<file path="src/hw/rtl/assert_macros.svh">
// Assertion macros shared by the RTL of the priority queue.
// Depends on nothing; the macros expand to nothing when SYNTH is defined.
`ifndef ASSERT_MACROS_SVH
`define ASSERT_MACROS_SVH
`ifndef SYNTH
// A property that must hold at every clock edge outside reset.
`define ASSERT_AT(label, clk, rst, prop, msg) \
   label: assert property (@(posedge clk) disable iff (rst) prop) else $error(msg);
// A condition that must never be seen outside reset.
`define ASSERT_NEVER(label, clk, rst, cond, msg) \
   label: assert property (@(posedge clk) disable iff (rst) !(cond)) else $error(msg);
`else
`define ASSERT_AT(label, clk, rst, prop, msg)
`define ASSERT_NEVER(label, clk, rst, cond, msg)
`endif
`endif

</file>
<file path="src/hw/rtl/spq_pkg.sv">
// Shared constants, codes and types of the stable priority queue.
// Depends on nothing; used by the interfaces, the cell and the top level.
package spq_pkg;

   // Defaults of the top-level parameters.
   localparam int DEPTH_DEFAULT     = 16;
   localparam int TAG_WIDTH_DEFAULT = 16;

   // Fixed widths of the word fields.
   localparam int TAG_FIELD_W = 16;
   localparam int LEVEL_W     = 3;
   localparam int STATUS_W    = 2;
   localparam int OCC_W       = 5;

   // Least urgent level; out-of-range levels are mapped to it.
   localparam logic [LEVEL_W-1:0] LEVEL_LOWEST = 3'd5;
   localparam logic [LEVEL_W-1:0] LEVEL_NONE   = 3'd0;

   // Request kinds.
   localparam logic KIND_INSERT = 1'b0;
   localparam logic KIND_REMOVE = 1'b1;

   // Response status codes.
   localparam logic [STATUS_W-1:0] ST_INSERTED = 2'd0;
   localparam logic [STATUS_W-1:0] ST_FULL     = 2'd1;
   localparam logic [STATUS_W-1:0] ST_REMOVED  = 2'd2;
   localparam logic [STATUS_W-1:0] ST_EMPTY    = 2'd3;

   // Operation broadcast to every cell of the chain in the same cycle.
   typedef struct packed {
      logic               insert;
      logic               remove;
      logic [LEVEL_W-1:0] level;
   } cmd_type;

endpackage

</file>
<file path="src/hw/rtl/spq_ifs.sv">
// Valid/ready channel interfaces for the request and response words.
// Depends on spq_pkg for the field widths.
interface spq_req_if;
   logic                             valid;
   logic                             ready;
   logic                             kind;
   logic [spq_pkg::TAG_FIELD_W-1:0]  tag;
   logic [spq_pkg::LEVEL_W-1:0]      level;

   modport source (output valid, output kind, output tag, output level, input ready);
   modport sink   (input valid, input kind, input tag, input level, output ready);
endinterface

interface spq_rsp_if;
   logic                             valid;
   logic                             ready;
   logic [spq_pkg::STATUS_W-1:0]     status;
   logic [spq_pkg::TAG_FIELD_W-1:0]  out_tag;
   logic [spq_pkg::LEVEL_W-1:0]      out_level;
   logic [spq_pkg::OCC_W-1:0]        occupancy;

   modport source (output valid, output status, output out_tag, output out_level,
                   output occupancy, input ready);
   modport sink   (input valid, input status, input out_tag, input out_level,
                   input occupancy, output ready);
endinterface

</file>
<file path="src/hw/rtl/stable_priority_queue.sv">
// Stable priority queue: a row of DEPTH sorted cells, head in the first cell.
// Latency: the response word is valid the cycle after the request is accepted.
// Throughput: one request per cycle while the response output is not stalled; every cell
// compares its level with the incoming one in parallel and the whole row shifts together.
// Reset clears the entry count and the response valid; cell contents are
// left undefined and are only read after they were written.
`include "assert_macros.svh"

module stable_priority_queue #(
   parameter int DEPTH     = spq_pkg::DEPTH_DEFAULT,
   parameter int TAG_WIDTH = spq_pkg::TAG_WIDTH_DEFAULT
) (
   input  logic      clock,
   input  logic      reset,
   spq_req_if.sink   req_ch,
   spq_rsp_if.source rsp_ch
);

   localparam int CNT_W  = $clog2(DEPTH + 1);
   localparam int WIDE_W = (TAG_WIDTH > spq_pkg::TAG_FIELD_W) ? TAG_WIDTH
                                                             : spq_pkg::TAG_FIELD_W;

   logic [CNT_W-1:0]                count_ff, count_in;
   logic                            rsp_valid_ff, rsp_valid_in;
   logic [spq_pkg::STATUS_W-1:0]    status_ff, status_in;
   logic [spq_pkg::TAG_FIELD_W-1:0] out_tag_ff, out_tag_in;
   logic [spq_pkg::LEVEL_W-1:0]     out_level_ff, out_level_in;
   logic [spq_pkg::OCC_W-1:0]       occ_ff, occ_in;

   logic                            accept, full, empty;
   logic [spq_pkg::LEVEL_W-1:0]     norm_level;
   logic [WIDE_W-1:0]               req_tag_wide, head_tag_wide;
   logic [TAG_WIDTH-1:0]            new_tag;
   logic [CNT_W+spq_pkg::OCC_W-1:0] occ_wide;
   spq_pkg::cmd_type                cmd;

   // Chain buses: cell i sits at index i+1, with a boundary slot at each end.
   logic                            keep_chain  [0:DEPTH];
   logic [TAG_WIDTH-1:0]            chain_tag   [0:DEPTH+1];
   logic [spq_pkg::LEVEL_W-1:0]     chain_level [0:DEPTH+1];

   // The output register frees the input side whenever it is empty or drained.
   assign req_ch.ready = !rsp_valid_ff || rsp_ch.ready;
   assign accept       = req_ch.valid && req_ch.ready;
   assign full         = (count_ff == CNT_W'(DEPTH));
   assign empty        = (count_ff == '0);

   // Levels outside one to five are treated as the least urgent level.
   assign norm_level = ((req_ch.level == spq_pkg::LEVEL_NONE) ||
                        (req_ch.level > spq_pkg::LEVEL_LOWEST))
                       ? spq_pkg::LEVEL_LOWEST : req_ch.level;

   // Tags are stored at TAG_WIDTH bits and returned in the 16-bit field.
   assign req_tag_wide = WIDE_W'(req_ch.tag);
   assign new_tag      = req_tag_wide[TAG_WIDTH-1:0];

   assign cmd.insert = accept && (req_ch.kind == spq_pkg::KIND_INSERT) && !full;
   assign cmd.remove = accept && (req_ch.kind == spq_pkg::KIND_REMOVE) && !empty;
   assign cmd.level  = norm_level;

   // Boundary slots of the chain.
   assign keep_chain[0]      = 1'b1;
   assign chain_tag[0]       = '0;
   assign chain_level[0]     = spq_pkg::LEVEL_NONE;
   assign chain_tag[DEPTH+1]   = '0;
   assign chain_level[DEPTH+1] = spq_pkg::LEVEL_NONE;

   // The row of cells.
   for (genvar i = 0; i < DEPTH; i++) begin : g_cell
      spq_cell #(
         .TAG_WIDTH (TAG_WIDTH)
      ) u_cell (
         .clock      (clock),
         .cmd        (cmd),
         .new_tag    (new_tag),
         .occupied   (CNT_W'(i) < count_ff),
         .prev_keep  (keep_chain[i]),
         .prev_tag   (chain_tag[i]),
         .prev_level (chain_level[i]),
         .next_tag   (chain_tag[i+2]),
         .next_level (chain_level[i+2]),
         .keep       (keep_chain[i+1]),
         .tag        (chain_tag[i+1]),
         .level      (chain_level[i+1])
      );
   end

   assign head_tag_wide = WIDE_W'(chain_tag[1]);

   // Entry count and response word for the accepted request.
   always_comb begin
      count_in     = count_ff;
      rsp_valid_in = rsp_valid_ff;
      status_in    = status_ff;
      out_tag_in   = out_tag_ff;
      out_level_in = out_level_ff;
      if (cmd.insert) begin
         count_in = count_ff + CNT_W'(1);
      end else if (cmd.remove) begin
         count_in = count_ff - CNT_W'(1);
      end
      if (rsp_ch.ready) begin
         rsp_valid_in = 1'b0;
      end
      if (accept) begin
         rsp_valid_in = 1'b1;
         out_tag_in   = '0;
         out_level_in = spq_pkg::LEVEL_NONE;
         if (req_ch.kind == spq_pkg::KIND_INSERT) begin
            status_in = full ? spq_pkg::ST_FULL : spq_pkg::ST_INSERTED;
         end else if (empty) begin
            status_in = spq_pkg::ST_EMPTY;
         end else begin
            status_in    = spq_pkg::ST_REMOVED;
            out_tag_in   = head_tag_wide[spq_pkg::TAG_FIELD_W-1:0];
            out_level_in = chain_level[1];
         end
      end
   end

   assign occ_wide = (CNT_W + spq_pkg::OCC_W)'(count_in);
   assign occ_in   = accept ? occ_wide[spq_pkg::OCC_W-1:0] : occ_ff;

   always_ff @(posedge clock) begin
      if (reset) begin
         count_ff     <= '0;
         rsp_valid_ff <= 1'b0;
      end else begin
         count_ff     <= count_in;
         rsp_valid_ff <= rsp_valid_in;
      end
   end

   always_ff @(posedge clock) begin
      status_ff    <= status_in;
      out_tag_ff   <= out_tag_in;
      out_level_ff <= out_level_in;
      occ_ff       <= occ_in;
   end

   assign rsp_ch.valid     = rsp_valid_ff;
   assign rsp_ch.status    = status_ff;
   assign rsp_ch.out_tag   = out_tag_ff;
   assign rsp_ch.out_level = out_level_ff;
   assign rsp_ch.occupancy = occ_ff;

   // The count never passes the number of cells.
   `ASSERT_NEVER(a_count_bound, clock, reset, count_ff > CNT_W'(DEPTH), "count above depth")
   // An accepted insert into a queue with room grows it by one.
   `ASSERT_AT(a_insert_grows, clock, reset, cmd.insert |=> (count_ff == $past(count_ff) + CNT_W'(1)), "insert did not grow queue")
   // The two head cells stay in level order.
   `ASSERT_AT(a_head_sorted, clock, reset, (count_ff >= CNT_W'(2)) |-> (chain_level[1] <= chain_level[2]), "head cells out of order")
   // A removed word carries a level of one to five.
   `ASSERT_AT(a_removed_level, clock, reset, (rsp_valid_ff && (status_ff == spq_pkg::ST_REMOVED)) |-> ((out_level_ff != spq_pkg::LEVEL_NONE) && (out_level_ff <= spq_pkg::LEVEL_LOWEST)), "removed level out of range")

endmodule

</file>
<file path="src/hw/rtl/spq_cell.sv">
// One slot of the sorted shift-register queue.
// Depends on spq_pkg for the command type and the level width.
module spq_cell #(
   parameter int TAG_WIDTH = spq_pkg::TAG_WIDTH_DEFAULT
) (
   input  logic                        clock,
   input  spq_pkg::cmd_type            cmd,
   input  logic [TAG_WIDTH-1:0]        new_tag,
   input  logic                        occupied,
   input  logic                        prev_keep,
   input  logic [TAG_WIDTH-1:0]        prev_tag,
   input  logic [spq_pkg::LEVEL_W-1:0] prev_level,
   input  logic [TAG_WIDTH-1:0]        next_tag,
   input  logic [spq_pkg::LEVEL_W-1:0] next_level,
   output logic                        keep,
   output logic [TAG_WIDTH-1:0]        tag,
   output logic [spq_pkg::LEVEL_W-1:0] level
);

   logic [TAG_WIDTH-1:0]        tag_ff, tag_in;
   logic [spq_pkg::LEVEL_W-1:0] level_ff, level_in;

   // An occupied slot whose level is not above the new one stays ahead of it,
   // which keeps equal levels in arrival order.
   assign keep = occupied && (level_ff <= cmd.level);

   // Insert: hold, take the new word at the boundary, or shift in from the
   // left. Remove: shift in from the right.
   always_comb begin
      tag_in   = tag_ff;
      level_in = level_ff;
      if (cmd.insert) begin
         if (!keep) begin
            if (prev_keep) begin
               tag_in   = new_tag;
               level_in = cmd.level;
            end else begin
               tag_in   = prev_tag;
               level_in = prev_level;
            end
         end
      end else if (cmd.remove) begin
         tag_in   = next_tag;
         level_in = next_level;
      end
   end

   always_ff @(posedge clock) begin
      tag_ff   <= tag_in;
      level_ff <= level_in;
   end

   assign tag   = tag_ff;
   assign level = level_ff;

endmodule
</file>
<file path="src/flat_wrapper.sv">
// flat-port wrapper written by rule: the top's interface ports become plain ports
module stable_priority_queue_flat 
#(
   parameter int DEPTH     = spq_pkg::DEPTH_DEFAULT,
   parameter int TAG_WIDTH = spq_pkg::TAG_WIDTH_DEFAULT
)
  (clock, reset, req_ch_valid, req_ch_kind, req_ch_tag, req_ch_level, req_ch_ready, rsp_ch_valid, rsp_ch_status, rsp_ch_out_tag, rsp_ch_out_level, rsp_ch_occupancy, rsp_ch_ready);
  spq_req_if req_ch_i ();
  spq_rsp_if rsp_ch_i ();
  input  logic clock;
  input  logic reset;
  input wire logic [$bits(req_ch_i.valid)-1:0] req_ch_valid;
  input wire logic [$bits(req_ch_i.kind)-1:0] req_ch_kind;
  input wire logic [$bits(req_ch_i.tag)-1:0] req_ch_tag;
  input wire logic [$bits(req_ch_i.level)-1:0] req_ch_level;
  output wire logic [$bits(req_ch_i.ready)-1:0] req_ch_ready;
  output wire logic [$bits(rsp_ch_i.valid)-1:0] rsp_ch_valid;
  output wire logic [$bits(rsp_ch_i.status)-1:0] rsp_ch_status;
  output wire logic [$bits(rsp_ch_i.out_tag)-1:0] rsp_ch_out_tag;
  output wire logic [$bits(rsp_ch_i.out_level)-1:0] rsp_ch_out_level;
  output wire logic [$bits(rsp_ch_i.occupancy)-1:0] rsp_ch_occupancy;
  input wire logic [$bits(rsp_ch_i.ready)-1:0] rsp_ch_ready;
  assign req_ch_i.valid = req_ch_valid;
  assign req_ch_i.kind = req_ch_kind;
  assign req_ch_i.tag = req_ch_tag;
  assign req_ch_i.level = req_ch_level;
  assign req_ch_ready = req_ch_i.ready;
  assign rsp_ch_valid = rsp_ch_i.valid;
  assign rsp_ch_status = rsp_ch_i.status;
  assign rsp_ch_out_tag = rsp_ch_i.out_tag;
  assign rsp_ch_out_level = rsp_ch_i.out_level;
  assign rsp_ch_occupancy = rsp_ch_i.occupancy;
  assign rsp_ch_i.ready = rsp_ch_ready;
  stable_priority_queue #(.DEPTH(DEPTH), .TAG_WIDTH(TAG_WIDTH)) u_core (.clock(clock), .reset(reset), .req_ch(req_ch_i), .rsp_ch(rsp_ch_i));
endmodule
</file>
<file path="config.mk">
export PLATFORM = sky130hd
export DESIGN_NAME = stable_priority_queue_flat
export DESIGN_NICKNAME = d
export VERILOG_FILES = /design/src/hw/rtl/spq_pkg.sv /design/src/hw/rtl/spq_ifs.sv /design/src/hw/rtl/stable_priority_queue.sv /design/src/hw/rtl/spq_cell.sv /design/src/flat_wrapper.sv
export VERILOG_INCLUDE_DIRS = /design/src /design/src/hw/rtl
export SDC_FILE = /design/constraint.sdc
export NUM_CORES = 1
export LEC_CHECK = 0
export ABC_AREA = 1
export CAP_MARGIN = 20
export CORE_MARGIN = 2
export CORE_UTILIZATION = 40
export CTS_CLUSTER_DIAMETER = 100
export CTS_CLUSTER_SIZE = 28
export DETAILED_ROUTE_END_ITERATION = 16
export DONT_BUFFER_PORTS = 1
export HOLD_SLACK_MARGIN = 0.12
export PLACE_DENSITY = 0.53
export SLEW_MARGIN = 10
export SYNTH_ARGS = -nofsm -noshare
export SYNTH_HDL_FRONTEND = slang
export SYNTH_HIERARCHICAL = 1
export SYNTH_SLANG_ARGS = --single-unit
export TNS_END_PERCENT = 100
</file>
<file path="constraint.sdc">
create_clock -name clock -period 6.3 [get_ports clock]
set_clock_uncertainty 0.2 [all_clocks]
set_input_delay 0.315 -clock clock [delete_from_list [all_inputs] [get_ports clock]]
set_output_delay 0.315 -clock clock [all_outputs]
set_load 0.02 [all_outputs]
</file>
---- Word-level counts from Yosys, hierarchy flattened ----
Index checks and enable logic that the tools add are counted.
storage, ports and cells
  flip-flop bits (word level) ............. 336
  output and inout bits ................... 28
operators by class
  $add $sub $neg .......................... 2
  multiplexer cells ....................... 134
  magnitude comparators ................... 33
  bitwise gates (word level) .............. 1
  reductions and logical operators ........ 47
  equal/unequal tests ..................... 17
operator list
  kind                                                        count
  2-to-1 mux 16 bit                                           63
  2-to-1 mux 3 bit                                            64
  <= comparator 3 bit                                         16
  less-than comparator 4 x 5 -> 1 bit (first input constant)  8
  inequality test 2 bit (second input constant)               16
  AND reduction 2 bit                                         16
  logical AND 1 bit                                           21
  less-than comparator 3 x 5 -> 1 bit (first input constant)  4
  less-than comparator 1 x 5 -> 1 bit (first input constant)  2
  less-than comparator 2 x 5 -> 1 bit (first input constant)  2
  2-to-1 mux 5 bit                                            2
  adder 5 x 1 -> 5 bit (second input constant)                1
  equality test 5 bit (second input constant)                 1
  logical NOT 5 bit                                           1
  subtractor 5 x 1 -> 5 bit (second input constant)           1
  2-to-1 mux 1 bit                                            4
  nonzero test 2 bit                                          2
  greater-than comparator 3 bit (second input constant)       1
  logical NOT 1 bit                                           3
  logical NOT 3 bit                                           1
  logical OR 1 bit                                            2
  2-to-1 mux 2 bit                                            1
  OR reduction 2 bit                                          1
  NOT 1 bit                                                   1

---- Depth between registers and ports, before layout ----
  depth in word-level cells ............... 8
  gate-level depth with buffers ........... 15
  depth with buffers taken out ............ 13

---- Cells and area by module ----
The synthesis kept the hierarchy.
by module, submodules not included
  module                 cells an instance  area each (um^2)  seq. area each (um^2)  instances
  spq_cell               121                1063.5            570.5                  16
  stable_priority_queue  184                1664.1            900.9                  1

---- Worst setup path after synthesis ----
OpenSTA, ideal clock, no wires.
  path kind ............................... input port to flip-flop
  from .................................... input port req_ch_level[1]
  to ...................................... register u_core.g_cell[15].u_cell.level_ff (netlist bit u_core/g_cell[15].u_cell/level[0]), enable pin
  data arrival time ....................... 3.955 ns
  stages .................................. 11
  setup slack ............................. 1.769 ns
  library setup time ...................... 0.376 ns
  path through ............................ inv_1 -> nor2_1 -> o21ai_0 -> ha_1 -> inv_1 -> nand3_1 -> nand2_1 -> nand2_1 -> nand2_1 -> nand2_1 -> nand2_1
RTL lines
  element               RTL line            source
  from (decl)           flat_wrapper.sv:15  input wire logic [$bits(req_ch_i.level)-1:0] req_ch_level;
  to (signal assigned)  spq_cell.sv:50      level_ff <= level_in;
  to (decl)             spq_cell.sv:21      logic [spq_pkg::LEVEL_W-1:0] level_ff, level_in;

==> flow_metrics.tcl <==
set metrics [dict create \
    fin_tns_setup_ns 0 \
    path_max_fanout 46 \
    met1_usage 0.359 \
    clkPwrFrac 0.225 \
    top_usage_layer "met1" \
    grt_pass1_wl_mm 84.4 \
    routed_wl_mm 55.6 \
    p_int_mw 3.66 \
    regToRegEndpoint "u_core/g_cell[4].u_cell/tag[9]" \
    area_growth_pct 5.63 \
    antenna_left 0 \
    worstPathArrival_ns 3.55 \
    vdd_drop_max_mv 0.170 \
    whs_endpoint "u_core/rsp_ch.occupancy[2]" \
    reg2reg_setup_slack_ns 2.64 \
    grt_pass1_vias 13800 \
    worst_r2r_path_depth 9 \
    outcome "finished clean" \
    htree_levels 1 \
    min_period_ns 3.66 \
    overflow 0 \
    crit_required_ns 6.19 \
    num_rows 79 \
    end_kind "register" \
    cts_buffer_depth 3 \
    cts.sinks 336 \
    cts_resized 0 \
    first_iter_violations 1806 \
    hpwl_mm 39.3 \
    maxCapViolCount 0 \
    p_sw_frac 0.324 \
    start_kind "register" \
    synth_area_um2 18700 \
    period_share 0.581 \
    post_cts_buffers 0 \
    drt-wirelength-per-cell_um 20.5 \
    p_switching_mw 1.76 \
    setup_violations 0 \
    min_path_cells 2 \
    p_leak_nw 7.79 \
    path_cells "inv_1 > ha_1 > nand2_1 > nor2_4 > nor2_8 > buf_4 > inv_1 > nand2_1 > nand2_1" \
    hp-start "rsp_ch_ready" \
    path_class "register to register" \
    powerDensity_nw_per_um2 275 \
    antenna_found_initial 0 \
    share_comb_of_total_power 0.208 \
    die_y_um 220 \
    drc 0 \
    place_congestion 0.861 \
    drive_above_1_share 0.0375 \
    worst_pin_slew_ns 1.23 \
    initial_utilization 0.403 \
    synth_area_per_cell_um2 8.81 \
    clkLatencyLatePin_ns 0.53 \
    diodes 0 \
    port-buffer-count 0 \
    drv_slew 0 \
    report.final.hold_viol_count 0 \
    hold_path_class "primary input to register" \
    grt_util_all_layers 0.229 \
    core_um2 46400 \
    io_pins 52 \
    cts_buffers 16 \
    worstReg2RegStart "u_core/count_ff[0]" \
    dieArea_um2 48400 \
    num_vias 14800 \
    finalPower_mw 5.42 \
    routed_via_density 5.44 \
    cpMostUsedCell "nand2_1" \
    max-slew-margin-rel 0.180 \
    crit_path_top_delay_cell "nor2_8" \
    fp.dieW_um 220 \
    syn_inst 2119 \
    timing.fmax_mhz 273 \
    seqPwrFrac 0.568 \
    grt_use_met2 0.332 \
    dr.pass1.iters 6 \
    yosysWarnings 6 \
    clock-root-buffer "clkbuf_16" \
    met3_usage 0.0250 \
    rsz0062_at_grt "no" \
    nets 2180 \
    grt_max_degree 92 \
    path_clk_slew_ns 0.11 \
    slowest_delay_ns 0.50 \
    cts_tree "done" \
]
## worst max path at each step
stage                                  endpoint  slack [ns]                from
2_1_floorplan  u_core/g_cell[0].u_cell/level[0]        1.77     req_ch_level[1]
3_3_place_gp    u_core/g_cell[4].u_cell/tag[11]        2.74  u_core/count_ff[0]
3_5_place_dp    u_core/g_cell[4].u_cell/tag[12]        2.66  u_core/count_ff[0]
4_1_cts          u_core/g_cell[4].u_cell/tag[3]        2.65  u_core/count_ff[0]
5_1_grt        u_core/g_cell[13].u_cell/tag[11]        2.39  u_core/count_ff[0]
6_report         u_core/g_cell[4].u_cell/tag[9]        2.64  u_core/count_ff[0]
## area by class of cell
| type | count | area (um2) |
|---|---|---|
| clock buffers | 18 | 429 |
| clock inverters | 5 | 37.5 |
| fillers | 4507 | 26600 |
| inverters | 151 | 689 |
| multi-input cells | 1556 | 7300 |
| flip-flops and latches | 336 | 10000 |
| well taps | 607 | 759 |
| repair buffers | 43 | 480 |
## metal layers
layer / share of wire / wire [um]
met1: 0.48 / 26700
met2: 0.42 / 23500
met3: 0.079 / 4390
met4: 0.020 / 1090
met5: 0 / 0
## power by group through the flow
stage                     combinational (mW)  clock [mW]  sequential [mW]
after floorplan                        0.863           0             3.00
final                                   1.12        1.22             3.08
after global placement                  1.01           0             3.12
after global routing                    1.27        1.32             3.10
after detailed placement                1.04           0             3.12
after CTS                               1.11        1.25             3.07
## critical path, delay by kind of cell, from the launching register on
| family | cells | cell delay [ns] |
|---|---|---|
| adders and majority gates | 1 | 0.28 |
| and+or+nand+nor | 5 | 1.32 |
| buffers and inverters | 3 | 0.92 |
| DFF | 1 | 0.43 |
## registers in the layout, summed over array words and instances (netlist names)
| signal | flops |
|---|---|
| u_core/rsp_ch.out_level | 3 |
| u_core/g_cell.u_cell/level | 48 |
| u_core/rsp_ch.occupancy | 5 |
| u_core/rsp_ch.out_tag | 16 |
| u_core/g_cell.u_cell/tag | 256 |
| u_core/rsp_ch.valid | 1 |
| u_core/count_ff | 5 |
| u_core/rsp_ch.status | 2 |
## cells in the final DEF (no fill, tap or decap), types with 2 or more instances in the layout
cell             n
nand4_1          3
buf_4           11
dlygate4sd3_1   22
conb_1          40
nand2_1        433
nor2_4           5
inv_8           16
clkbuf_16       17
o21ai_0        455
ha_1            52
nor3_1           2
nand3_1         42
dfxtp_1          6
a21oi_1         20
clkinv_1         2
nor2_1         328
a21oi_2          2
buf_8            6
o21ai_1        160
o21ai_4          2
buf_12           3
nand2_2          6
edfxtp_1       330
inv_1          133
## stage by stage
step | util | area [um2] | setup slack (ns) | instances | hold slack [ns]
2_1_floorplan | - | 18800 | 1.77 | 2157 | 0.177
3_3_place_gp | 0.408 | 18900 | 2.74 | 2663 | 0.179
3_5_place_dp | 0.408 | 18900 | 2.66 | 2663 | 0.181
4_1_cts | 0.423 | 19600 | 2.65 | 2709 | 0.124
5_1_grt | 0.426 | 19700 | 2.39 | 2716 | 0.171
6_report | 0.426 | 19700 | 2.64 | 2716 | 0.129
## repair_timing
item	4_1_cts	5_1_grt
setup endpoints to repair	0	0
hold buffers	23	0
hold endpoints to repair	306	0
No activity file was read; power rests on OpenSTA's default activity.
